`src/rtl/trwm_pkg.sv`:
```
// Shared types and constants for the transfer rate window monitor.
// No dependencies; every other file in rtl/ refers to this package by scoped name.
package trwm_pkg;

  localparam int unsigned LOG_DEPTH_DEFAULT = 64;

  localparam int unsigned ACTION_W  = 2;
  localparam int unsigned BYTES_W   = 32;
  localparam int unsigned TAG_W     = 16;
  localparam int unsigned TICKS_W   = 32;
  localparam int unsigned COUNT_W   = 64;
  localparam int unsigned THRESH_W  = 16;
  localparam int unsigned SUM_W     = 37;
  localparam int unsigned CFG_IDX_W = 1;
  localparam int unsigned CFG_DATA_W = 32;

  // One mebibyte is 1024 * 1024 bytes.
  localparam int unsigned MIB_SHIFT = 20;

  // Sixty seconds at a thousand ticks per second.
  localparam logic [TICKS_W-1:0] WINDOW_TICKS_RESET = TICKS_W'(60 * 1000);

  typedef enum logic [ACTION_W-1:0] {
    ACT_TICK   = 2'd0,
    ACT_RECORD = 2'd1,
    ACT_CLEAR  = 2'd2
  } action_e;

  typedef enum logic [CFG_IDX_W-1:0] {
    CFG_THRESHOLD = 1'd0,
    CFG_WINDOW    = 1'd1
  } cfg_idx_e;

  typedef struct packed {
    logic [ACTION_W-1:0] action;
    logic [BYTES_W-1:0]  byte_count;
    logic [TAG_W-1:0]    device_tag;
  } item_t;

  typedef struct packed {
    logic [THRESH_W-1:0] threshold_mib;
    logic [TICKS_W-1:0]  window_ticks;
  } cfg_t;

endpackage

```
`src/rtl/trwm_cfg_regs.sv`:
```
// Configuration registers of the transfer rate window monitor.
// Depends on trwm_pkg for the register indexes and the cfg_t bundle.
module trwm_cfg_regs (
  input  logic                                clk_i,
  input  logic                                rst_ni,
  input  logic                                cfg_we_i,
  input  logic [trwm_pkg::CFG_IDX_W-1:0]      cfg_idx_i,
  input  logic [trwm_pkg::CFG_DATA_W-1:0]     cfg_data_i,
  output trwm_pkg::cfg_t                      cfg_o
);

  logic [trwm_pkg::THRESH_W-1:0] threshold_q, threshold_d;
  logic [trwm_pkg::TICKS_W-1:0]  window_q, window_d;

  always_comb begin
    threshold_d = threshold_q;
    window_d    = window_q;
    if (cfg_we_i) begin
      case (trwm_pkg::cfg_idx_e'(cfg_idx_i))
        trwm_pkg::CFG_THRESHOLD: threshold_d = cfg_data_i[trwm_pkg::THRESH_W-1:0];
        trwm_pkg::CFG_WINDOW:    window_d    = cfg_data_i[trwm_pkg::TICKS_W-1:0];
        default: ;
      endcase
    end
  end

  always_ff @(posedge clk_i or negedge rst_ni) begin
    if (!rst_ni) begin
      threshold_q <= '0;
      window_q    <= trwm_pkg::WINDOW_TICKS_RESET;
    end else begin
      threshold_q <= threshold_d;
      window_q    <= window_d;
    end
  end

  assign cfg_o.threshold_mib = threshold_q;
  assign cfg_o.window_ticks  = window_q;

endmodule

```
`src/rtl/trwm_in_reg.sv`:
```
// Input register of the transfer rate window monitor: holds one word until the core takes it.
// Depends on trwm_pkg for the item_t bundle.
module trwm_in_reg (
  input  logic                  clk_i,
  input  logic                  rst_ni,
  input  logic                  in_valid_i,
  output logic                  in_stall_o,
  input  trwm_pkg::item_t       item_i,
  output logic                  item_valid_o,
  output trwm_pkg::item_t       item_o,
  input  logic                  take_i
);

  logic            valid_q;
  trwm_pkg::item_t item_q;

  // The register frees up in the same cycle the core takes its word.
  assign in_stall_o = valid_q && !take_i;

  always_ff @(posedge clk_i or negedge rst_ni) begin
    if (!rst_ni) begin
      valid_q <= 1'b0;
    end else if (!in_stall_o) begin
      valid_q <= in_valid_i;
    end
  end

  always_ff @(posedge clk_i) begin
    if (in_valid_i && !in_stall_o) begin
      item_q <= item_i;
    end
  end

  assign item_valid_o = valid_q;
  assign item_o       = item_q;

endmodule

```
`src/rtl/trwm_core.sv`:
```
// Monitor state, per-word update logic and result register.
// Depends on trwm_pkg for action codes, widths and the item_t and cfg_t bundles.
module trwm_core #(
  parameter  int unsigned LOG_DEPTH = trwm_pkg::LOG_DEPTH_DEFAULT,
  localparam int unsigned SlotW     = (LOG_DEPTH > 1) ? $clog2(LOG_DEPTH) : 1,
  localparam int unsigned FillW     = $clog2(LOG_DEPTH + 1)
) (
  input  logic                               clk_i,
  input  logic                               rst_ni,
  input  trwm_pkg::cfg_t                     cfg_i,
  input  logic                               item_valid_i,
  input  trwm_pkg::item_t                    item_i,
  output logic                               take_o,
  output logic                               out_valid_o,
  input  logic                               out_stall_i,
  output logic [trwm_pkg::COUNT_W-1:0]       event_id_o,
  output logic [SlotW-1:0]                   slot_index_o,
  output logic [FillW-1:0]                   fill_count_o,
  output logic [trwm_pkg::TICKS_W-1:0]       event_time_o,
  output logic [trwm_pkg::TAG_W-1:0]         logged_device_o,
  output logic                               alert_o,
  output logic [trwm_pkg::SUM_W-1:0]         window_sum_o,
  output logic [trwm_pkg::COUNT_W-1:0]       transfers_total_o,
  output logic [trwm_pkg::COUNT_W-1:0]       bytes_total_o,
  output logic [trwm_pkg::COUNT_W-1:0]       alerts_total_o
);

  localparam int unsigned SumW   = trwm_pkg::SUM_W;
  localparam int unsigned CountW = trwm_pkg::COUNT_W;
  localparam int unsigned TicksW = trwm_pkg::TICKS_W;

  logic [TicksW-1:0] now_q, now_d;
  logic [CountW-1:0] transfers_q, transfers_d;
  logic [CountW-1:0] bytes_q, bytes_d;
  logic [CountW-1:0] alerts_q, alerts_d;
  logic [CountW-1:0] seq_q, seq_d;
  logic [TicksW-1:0] wstart_q, wstart_d;
  logic [SumW-1:0]   wsum_q, wsum_d;
  logic [SlotW-1:0]  cursor_q, cursor_d;
  logic [FillW-1:0]  fill_q, fill_d;

  logic              is_record;
  logic              result_free;
  logic [TicksW-1:0] remain;
  logic              expired;
  logic [SumW-1:0]   sum_base;
  logic [SumW:0]     sum_raw;
  logic [SumW-1:0]   sum;
  logic [SumW-1:0]   limit;
  logic              alert;

  logic              out_valid_q;

  assign is_record   = trwm_pkg::action_e'(item_i.action) == trwm_pkg::ACT_RECORD;
  assign result_free = !out_valid_q || !out_stall_i;
  assign take_o      = item_valid_i && (!is_record || result_free);

  // The window has run out once start + length - now goes negative as a 32-bit value.
  assign remain   = wstart_q + cfg_i.window_ticks - now_q;
  assign expired  = remain[TicksW-1];
  assign sum_base = expired ? '0 : wsum_q;
  assign sum_raw  = (SumW+1)'(sum_base) + (SumW+1)'(item_i.byte_count);
  assign sum      = sum_raw[SumW] ? '1 : sum_raw[SumW-1:0];
  assign limit    = SumW'({cfg_i.threshold_mib, {trwm_pkg::MIB_SHIFT{1'b0}}});
  assign alert    = (cfg_i.threshold_mib != '0) && (sum >= limit);

  always_comb begin
    now_d       = now_q;
    transfers_d = transfers_q;
    bytes_d     = bytes_q;
    alerts_d    = alerts_q;
    seq_d       = seq_q;
    wstart_d    = wstart_q;
    wsum_d      = wsum_q;
    cursor_d    = cursor_q;
    fill_d      = fill_q;
    case (trwm_pkg::action_e'(item_i.action))
      trwm_pkg::ACT_TICK: begin
        now_d = now_q + TicksW'(1);
      end
      trwm_pkg::ACT_RECORD: begin
        transfers_d = transfers_q + CountW'(1);
        bytes_d     = bytes_q + CountW'(item_i.byte_count);
        seq_d       = seq_q + CountW'(1);
        cursor_d    = (cursor_q == SlotW'(LOG_DEPTH - 1)) ? '0 : cursor_q + SlotW'(1);
        if (fill_q < FillW'(LOG_DEPTH)) begin
          fill_d = fill_q + FillW'(1);
        end
        if (expired || alert) begin
          wstart_d = now_q;
        end
        wsum_d   = alert ? '0 : sum;
        alerts_d = alert ? alerts_q + CountW'(1) : alerts_q;
      end
      trwm_pkg::ACT_CLEAR: begin
        transfers_d = '0;
        bytes_d     = '0;
        alerts_d    = '0;
        seq_d       = '0;
        cursor_d    = '0;
        fill_d      = '0;
        wstart_d    = now_q;
        wsum_d      = '0;
      end
      default: ;
    endcase
  end

  always_ff @(posedge clk_i or negedge rst_ni) begin
    if (!rst_ni) begin
      now_q       <= '0;
      transfers_q <= '0;
      bytes_q     <= '0;
      alerts_q    <= '0;
      seq_q       <= '0;
      wstart_q    <= '0;
      wsum_q      <= '0;
      cursor_q    <= '0;
      fill_q      <= '0;
    end else if (take_o) begin
      now_q       <= now_d;
      transfers_q <= transfers_d;
      bytes_q     <= bytes_d;
      alerts_q    <= alerts_d;
      seq_q       <= seq_d;
      wstart_q    <= wstart_d;
      wsum_q      <= wsum_d;
      cursor_q    <= cursor_d;
      fill_q      <= fill_d;
    end
  end

  always_ff @(posedge clk_i or negedge rst_ni) begin
    if (!rst_ni) begin
      out_valid_q <= 1'b0;
    end else if (take_o && is_record) begin
      out_valid_q <= 1'b1;
    end else if (!out_stall_i) begin
      out_valid_q <= 1'b0;
    end
  end

  always_ff @(posedge clk_i) begin
    if (take_o && is_record) begin
      event_id_o        <= seq_d;
      slot_index_o      <= cursor_q;
      fill_count_o      <= fill_d;
      event_time_o      <= now_q;
      logged_device_o   <= item_i.device_tag;
      alert_o           <= alert;
      window_sum_o      <= sum;
      transfers_total_o <= transfers_d;
      bytes_total_o     <= bytes_d;
      alerts_total_o    <= alerts_d;
    end
  end

  assign out_valid_o = out_valid_q;

endmodule

```
`src/rtl/transfer_rate_window_monitor.sv`:
```
// Top level of the transfer rate window monitor.
// Depends on trwm_pkg, trwm_cfg_regs, trwm_in_reg and trwm_core.
//
//   channel   direction  handshake               payload
//   input     in         in_valid_i / in_stall_o action_i, byte_count_i, device_tag_i
//   result    out        out_valid_o/out_stall_i event_id_o ... alerts_total_o
//   config    in         cfg_we_i                cfg_idx_i, cfg_data_i
//
// A word passes through the input register and its result then through the result register;
// one word is taken per cycle while no stalled result holds back a following record.
// The window sum feeds back through the core's state registers, which sets that rate.
// Ticks and clears give no result word; a record gives exactly one.
// A stalled result only holds back a following record; reset needs no clearing pass.
module transfer_rate_window_monitor #(
  parameter  int unsigned LOG_DEPTH = trwm_pkg::LOG_DEPTH_DEFAULT,
  localparam int unsigned SlotW     = (LOG_DEPTH > 1) ? $clog2(LOG_DEPTH) : 1,
  localparam int unsigned FillW     = $clog2(LOG_DEPTH + 1)
) (
  input  logic                               clk_i,
  input  logic                               rst_ni,
  input  logic                               cfg_we_i,
  input  logic [trwm_pkg::CFG_IDX_W-1:0]     cfg_idx_i,
  input  logic [trwm_pkg::CFG_DATA_W-1:0]    cfg_data_i,
  input  logic                               in_valid_i,
  output logic                               in_stall_o,
  input  logic [trwm_pkg::ACTION_W-1:0]      action_i,
  input  logic [trwm_pkg::BYTES_W-1:0]       byte_count_i,
  input  logic [trwm_pkg::TAG_W-1:0]         device_tag_i,
  output logic                               out_valid_o,
  input  logic                               out_stall_i,
  output logic [trwm_pkg::COUNT_W-1:0]       event_id_o,
  output logic [SlotW-1:0]                   slot_index_o,
  output logic [FillW-1:0]                   fill_count_o,
  output logic [trwm_pkg::TICKS_W-1:0]       event_time_o,
  output logic [trwm_pkg::TAG_W-1:0]         logged_device_o,
  output logic                               alert_o,
  output logic [trwm_pkg::SUM_W-1:0]         window_sum_o,
  output logic [trwm_pkg::COUNT_W-1:0]       transfers_total_o,
  output logic [trwm_pkg::COUNT_W-1:0]       bytes_total_o,
  output logic [trwm_pkg::COUNT_W-1:0]       alerts_total_o
);

  trwm_pkg::cfg_t  cfg;
  trwm_pkg::item_t item_in;
  trwm_pkg::item_t item;
  logic            item_valid;
  logic            take;

  assign item_in.action     = action_i;
  assign item_in.byte_count = byte_count_i;
  assign item_in.device_tag = device_tag_i;

  trwm_cfg_regs u_cfg_regs (
    .clk_i      (clk_i),
    .rst_ni     (rst_ni),
    .cfg_we_i   (cfg_we_i),
    .cfg_idx_i  (cfg_idx_i),
    .cfg_data_i (cfg_data_i),
    .cfg_o      (cfg)
  );

  trwm_in_reg u_in_reg (
    .clk_i        (clk_i),
    .rst_ni       (rst_ni),
    .in_valid_i   (in_valid_i),
    .in_stall_o   (in_stall_o),
    .item_i       (item_in),
    .item_valid_o (item_valid),
    .item_o       (item),
    .take_i       (take)
  );

  trwm_core #(
    .LOG_DEPTH (LOG_DEPTH)
  ) u_core (
    .clk_i             (clk_i),
    .rst_ni            (rst_ni),
    .cfg_i             (cfg),
    .item_valid_i      (item_valid),
    .item_i            (item),
    .take_o            (take),
    .out_valid_o       (out_valid_o),
    .out_stall_i       (out_stall_i),
    .event_id_o        (event_id_o),
    .slot_index_o      (slot_index_o),
    .fill_count_o      (fill_count_o),
    .event_time_o      (event_time_o),
    .logged_device_o   (logged_device_o),
    .alert_o           (alert_o),
    .window_sum_o      (window_sum_o),
    .transfers_total_o (transfers_total_o),
    .bytes_total_o     (bytes_total_o),
    .alerts_total_o    (alerts_total_o)
  );

  // The input side only backs up behind a result word that is itself stalled.
  assert property (@(posedge clk_i) disable iff (!rst_ni)
    in_stall_o |-> (out_valid_o && out_stall_i))
    else $error("input stalled without a stalled result word");

  // The fill count saturates at the ring depth.
  assert property (@(posedge clk_i) disable iff (!rst_ni)
    out_valid_o |-> (fill_count_o <= FillW'(LOG_DEPTH)))
    else $error("fill count beyond ring depth");

  // Sequence ids and the transfer count restart and advance together.
  assert property (@(posedge clk_i) disable iff (!rst_ni)
    out_valid_o |-> (event_id_o == transfers_total_o))
    else $error("event id and transfer count disagree");

  // An alert means the reported window sum reached a nonzero threshold.
  assert property (@(posedge clk_i) disable iff (!rst_ni)
    (out_valid_o && alert_o) |->
      ((cfg.threshold_mib != '0) &&
       (window_sum_o >= trwm_pkg::SUM_W'({cfg.threshold_mib,
                                          {trwm_pkg::MIB_SHIFT{1'b0}}}))))
    else $error("alert without the threshold reached");

endmodule

```
`config.mk`:
```
export PLATFORM = sky130hd
export DESIGN_NAME = transfer_rate_window_monitor
export DESIGN_NICKNAME = d
export VERILOG_FILES = /design/src/rtl/trwm_pkg.sv /design/src/rtl/trwm_cfg_regs.sv /design/src/rtl/trwm_in_reg.sv /design/src/rtl/trwm_core.sv /design/src/rtl/transfer_rate_window_monitor.sv
export SDC_FILE = /design/constraint.sdc
export NUM_CORES = 2
export LEC_CHECK = 0
export ABC_AREA = 0
export BUFFER_PORTS_ARGS = -buffer_cell sky130_fd_sc_hd__buf_2
export CAP_MARGIN = 20
export CORE_ASPECT_RATIO = 0.75
export CORE_MARGIN = 3
export CORE_UTILIZATION = 45
export DETAILED_ROUTE_END_ITERATION = 16
export PLACE_DENSITY = 0.64
export SETUP_SLACK_MARGIN = 0.5
export SLEW_MARGIN = 20
export SYNTH_ARGS = -nofsm -noshare
export SYNTH_HDL_FRONTEND = slang
export SYNTH_SLANG_ARGS = --single-unit
```
`constraint.sdc`:
```
create_clock -name clk_i -period 16.8 [get_ports clk_i]
set_clock_uncertainty 0.15 [all_clocks]
set_input_delay 0 -clock clk_i [delete_from_list [all_inputs] [get_ports clk_i]]
set_output_delay 0 -clock clk_i [all_outputs]
set_load 0.02 [all_outputs]
```
Yosys cells after proc, flatten, opt, wreduce, memory -nomap -nowiden. Index checks and enable logic that the tools add are counted.

Output and inout port bits: 357. Input bits: 88. Word-level logic and storage cells: 82. Flip-flop bits (word level): 825.

Add/sub/neg operators: 10. Reduce and logical (&&, ||, !) cells: 21. Equality and inequality tests: 5. Magnitude comparators: 2. Bitwise operators: 1. Multiplexer cells: 17.

Operator list (number): case mux 64 bit (2 select lines) (4); adder 64 x 1 -> 64 bit (second input constant) (3); 2-to-1 mux 37 bit (3); case mux 37 bit (2 select lines) (1); adder 64 x 32 -> 64 bit (1); 2-to-1 mux 64 bit (1); case mux 32 bit (2 select lines) (1); adder 37 x 32 -> 38 bit (1); >= comparator 37 x 36 -> 1 bit (1); adder 32 x 1 -> 32 bit (second input constant) (1); adder 32 bit (1); 2-to-1 mux 32 bit (1); subtractor 32 bit (1); nonzero test 16 bit (1); case mux 7 bit (2 select lines) (1); case mux 6 bit (2 select lines) (1); AND reduction 2 bit (4); adder 7 x 1 -> 7 bit (second input constant) (1); less-than comparator 7 bit (second input constant) (1); 2-to-1 mux 7 bit (1); adder 6 x 1 -> 6 bit (second input constant) (1); equality test 6 bit (second input constant) (1); 2-to-1 mux 6 bit (1); logical AND 1 bit (5); other kinds (11) (18).

Depth between registers and ports, before layout.
Word-level depth: 10. Depth in mapped cells: 39. Mapped depth without buffers: 36.

Hierarchy. A second synthesis with hierarchy kept.

Cells, all modules: 3802. Area total of the unflattened synthesis: 40842.9 µm².

Modules (own cells, without submodules): trwm_core (area each 37452.2 µm², sequential area each 19944.1 µm², instances 1, cells an instance 3644); trwm_cfg_regs (area each 1831.8 µm², sequential area each 1209.9 µm², instances 1, cells an instance 103); trwm_in_reg (area each 1559.0 µm², sequential area each 1526.5 µm², instances 1, cells an instance 55).

Worst setup path before layout. Ideal clock, no wire load.

Path kind: reg-to-reg. Start: register u_in_reg.item_q (netlist bit u_in_reg.item_o[49]). End: register u_core.alert_o, enable pin. Arrival time: 9.517 ns. Setup time: 0.766 ns. Cell stages (with the launch flop): 7. Required time: 15.884 ns. Path buffers: 3. Slack: 6.367 ns. Period minus slack after synthesis: 10.433 ns. Path through: edfxtp_1 > inv_1 > ha_1 > clkbuf_1 > clkbuf_1 > clkbuf_1 > and3_1.

Word-level cells in the longest chain between the ends: 5.

RTL lines: from (decl) (RTL line trwm_in_reg.sv:15) `trwm_pkg::item_t item_q;`; from (signal assigned) (RTL line trwm_in_reg.sv:30) `item_q <= item_i;`; equality test 2 x 1 -> 1 bit (*) (RTL line trwm_core.sv:54) `assign is_record = trwm_pkg::action_e'(item_i.action) == trwm_pkg::ACT_RECORD;`; logical NOT 1 bit (RTL line trwm_core.sv:56) `assign take_o = item_valid_i && (!is_record || result_free);`; logical OR 1 bit (RTL line trwm_core.sv:56); logical AND 1 bit (RTL line trwm_core.sv:56); logical AND 1 bit (*) (RTL line trwm_core.sv:144) `if (take_o && is_record) begin`; to (signal assigned) (RTL line trwm_core.sv:150) `alert_o <= alert;`; to (decl) (RTL line trwm_core.sv:21) `output logic alert_o,`.

Mark *: on every way between the ends. The rest lies on a longest branch, timed or not. A chain may end at the register's enable or synchronous reset.

Final worst setup path.
Start: register u_core.now_q[24]. End: register u_core.wstart_q[31].

Word-level cells in the longest chain between the ends: 9.

RTL lines: from (decl) (RTL line trwm_core.sv:32) `logic [TicksW-1:0] now_q, now_d;`; from (signal assigned) (RTL line trwm_core.sv:121) `now_q <= now_d;`; subtractor 32 bit (RTL line trwm_core.sv:59) `assign remain = wstart_q + cfg_i.window_ticks - now_q;`; 2-to-1 mux 37 bit (RTL line trwm_core.sv:61) `assign sum_base = expired ? '0 : wsum_q;`; adder 37 x 32 -> 38 bit (RTL line trwm_core.sv:62) `assign sum_raw = (SumW+1)'(sum_base) + (SumW+1)'(item_i.byte_count);`; 2-to-1 mux 37 bit (RTL line trwm_core.sv:63) `assign sum = sum_raw[SumW] ? '1 : sum_raw[SumW-1:0];`; via u_core.sum[31] (RTL line trwm_core.sv:48) `logic [SumW-1:0] sum;`; >= comparator 37 x 36 -> 1 bit (RTL line trwm_core.sv:65) `assign alert = (cfg_i.threshold_mib != '0) && (sum >= limit);`; logical AND 1 bit (RTL line trwm_core.sv:65); via u_core.alert (RTL line trwm_core.sv:50) `logic alert;`; logical OR 1 bit (RTL line trwm_core.sv:89) `if (expired || alert) begin`; inequality test 2 bit (no line); AND reduction 3 bit (no line); to (signal assigned) (RTL line trwm_core.sv:126) `wstart_q <= wstart_d;`; to (decl) (RTL line trwm_core.sv:37) `logic [TicksW-1:0] wstart_q, wstart_d;`.

The timed path passes the listed nets, and every way through them passes these cells.

==> flow_summary.yaml <==
place:
  dp_hpwl_um: 81100
  routabilityCongestion: 0.922
  pre_cts_ws_ps: 6080
  port_buffers: 444
die:
  placementRows: 95
  start_util: 0.459
  placeableCoreArea_mm2: 0.0907
  dieArea_mm2: 0.0963
  io_pins: 445
  dieWidth_um: 357
  die_height_um: 270
detailed_routing:
  drt_iter0_drc: 3225
  routed_wl_um: 120000
  drc: 0
  vias: 32800
  dr.pass1.iters: 6
  vias_per_cell: 5.65
  post_drt_wl_per_cell_um: 20.7
  antenna_left: 0
timing:
  finalSetupViolCount: 0
  period_share: 0.625
  rsz0062_at_grt: "false"
  slew_headroom: 0.233
  layout_setup_ws_ps: 6300
  fmax_ghz: 0.0953
  layout_min_cycle_time_ps: 10500
  slew_violations: 0
  tightest_slew_ps: 1150
  fin_setup_tns_ps: 0
  hold_ws_ps: 47.8
  hold_violations: 0
clock_network:
  cts-root-buf: "clkbuf_16"
  clock_latency_ps: 640
  clk_pin_slew_ps: 70
  cts_buffer_depth: 3
  post_cts_resized: 0
  clkSinkCount: 825
  cts_hold_buf: 195
  cts_htree_levels: 3
  numCtsBuffers: 87
  cts_setup_buffers: 0
  cts_tree: "done"
setup_path:
  critPathKind: "register to register"
  startpoint_type: "register"
  end_kind: "register"
  crit_slowest_cell: "o221a_4"
  arrival_ps: 10860
  cp_max_fo: 40
  critPathMaxStageDelay_ps: 740
  cp.required_ps: 17170
global_route:
  grt_pass1_wl_um: 189000
  grt_max_degree: 84
  overflow: 0
  track_usage: 0.248
  antenna_found_initial: 3
  grt_pass1_vias: 31700
power_and_ir_drop:
  p_leak_uw: 0.0218
  ir_drop_mv: 0.0981
  power_density_mw_per_mm2: 117
  finalPower_uw: 5840
hold_path:
  min-delay-path-class: "input port to register"
logic_synthesis:
  yosysWarnings: 0
  synth_edf_count: 405
  synth_nets: 4187
  postSynthCellCount: 3947
  synth.avg_cell_area_um2: 10.6
  ys_types: 95
  ys_seq_area_frac: 0.544
  yosys_most_used_dff: "dfrtp_1"
  syn-cell-area_mm2: 0.0417
  ys_seq_elements: 825
  ys_async_sr_fraction: 0.509
cells_and_area:
  fin_util: 0.551
  syn_to_final_growth_pct: 20.0
  fin_nets: 4768
  layout-drive-gt1-share: 0.168
  final_cell_mix: "nand2_1, buf_2, dfrtp_1"
  layout_commonest_cell: "nand2_1"
  diodes: 0
job:
  maxCapViolations: 0
run_status:
  outcome: "completed"
==> final timing paths <==
| path | startpoint | end | slack, ps | cells after the start |
|---|---|---|---|---|
| max reg2reg | u_core.now_q[24] | u_core.wstart_q[31] | 6300 | 33 |
| min | cfg_data_i[0] | u_cfg_regs.window_q[0] | 50 | 3 |
| max | u_core.now_q[24] | u_core.wstart_q[31] | 6300 | 33 |
| min in group asynchronous | rst_ni | u_cfg_regs.window_q[14] | 350 | 3 |
| max in group asynchronous | rst_ni | u_core.seq_q[34] | 13710 | 6 |
| min reg2reg | u_in_reg.item_o[4] | u_core.logged_device_o[4] | 270 | 0 |
==> layout make-up <==
class	count	area [µm²]
Multi-Input combinational cell	2747	17600
Tap cell	1212	1520
Clock inverter	39	402
Fill cell	7830	40700
Inverter	184	693
Sequential cell	825	22700
Clock buffer	125	2560
Timing Repair Buffer	683	4530
==> flip-flops by register name, indices dropped and copies added, names as in the netlist, 32 cells and up <==
signal / count
u_core.bytes_total_o: 64
u_core.alerts_total_o: 64
u_core.bytes_q: 64
u_core.alerts_q: 64
u_core.seq_q: 64
u_core.now_q: 32
u_core.transfers_total_o: 64
u_core.transfers_q: 64
u_core.event_id_o: 64
u_core.wstart_q: 32
u_cfg_regs.window_q: 32
u_core.wsum_q: 37
u_core.window_sum_o: 37
u_core.event_time_o: 32
u_in_reg.item_o: 50
==> layer usage <==
metal | wire [µm] | track usage
met3 | 8140 | 0.0434
met2 | 53800 | 0.377
met4 | 3340 | 0.0698
met1 | 55200 | 0.364
met5 | 17 | 0
==> synthesized netlist by cell type, drive strengths merged (9+ instances only) <==
library cell  instances  area [µm²]
a21oi               122         611
a22o                 55         482
nor2b                 9        56.3
dfrtp               413       10300
ha                  120        1500
and2                 66         413
a211o                15         131
o22ai                34         213
xnor2               111         972
buf                  36         193
and4                 24         210
or2                  19         119
xor2                 92         806
edfxtp              405       12200
o21bai                9        67.6
inv                 184         693
nor3                 47         246
a32oi                10        87.6
o21a                 19         143
a21o                 46         345
clkbuf              155         582
and3                 93         582
o211ai               47         358
o41ai                10        95.1
o21ai               174         875
nor2                270        1020
fa                   32         641
or3                  34         213
nor4                 37         238
mux2i                13         130
o31ai                48         379
nand3               144         733
or4                  40         300
a31o                 20         175
o311ai               22         210
nand4                76         475
a31oi                23         144
mux2                 75         953
nand2               653        2450
nand2b               40         250
a211oi               15         123
==> where the power goes <==
part | total [µW] | leakage, µW | internal (µW) | switching (µW)
registers | 2490 | 0.00965 | 2330 | 162
logic | 1340 | 0.0107 | 526 | 815
clock network | 2000 | 0.00144 | 1170 | 833
total | 5840 | 0.0218 | 4030 | 1810
==> cell families after synthesis <==
kind of cell | after synthesis | share of synthesized area
DFF | 825 | 0.544
and+or+nand+nor | 1573 | 0.180
adders and majority gates | 152 | 0.0514
xor gates and xnor gates | 203 | 0.0427
AOI/OAI and AO/OA | 731 | 0.120
muxes | 88 | 0.0260
buffers and inverters | 375 | 0.0352
==> worst max-delay path: cells and delay by family, from the launching register on <==
family                   cells  cell delay, ps
buffers and inverters        3             650
XOR/XNOR                     1             170
multiplexers                 1             380
AND/OR/NAND/NOR             14            4030
flip-flops                   1             470
AO/OA/AOI/OAI               10            3020
adder cells (fa/ha/maj)      4            1410
==> metrics by stage <==
step | cells | instance area (µm²)
final | 5815 | 50000
after global routing | 5815 | 50000
after CTS | 5815 | 50000
after detailed placement | 5456 | 45000
after global placement | 5456 | 45000
after floorplan | 3947 | 41700
Note: power is estimated with default switching activity, not from simulation.
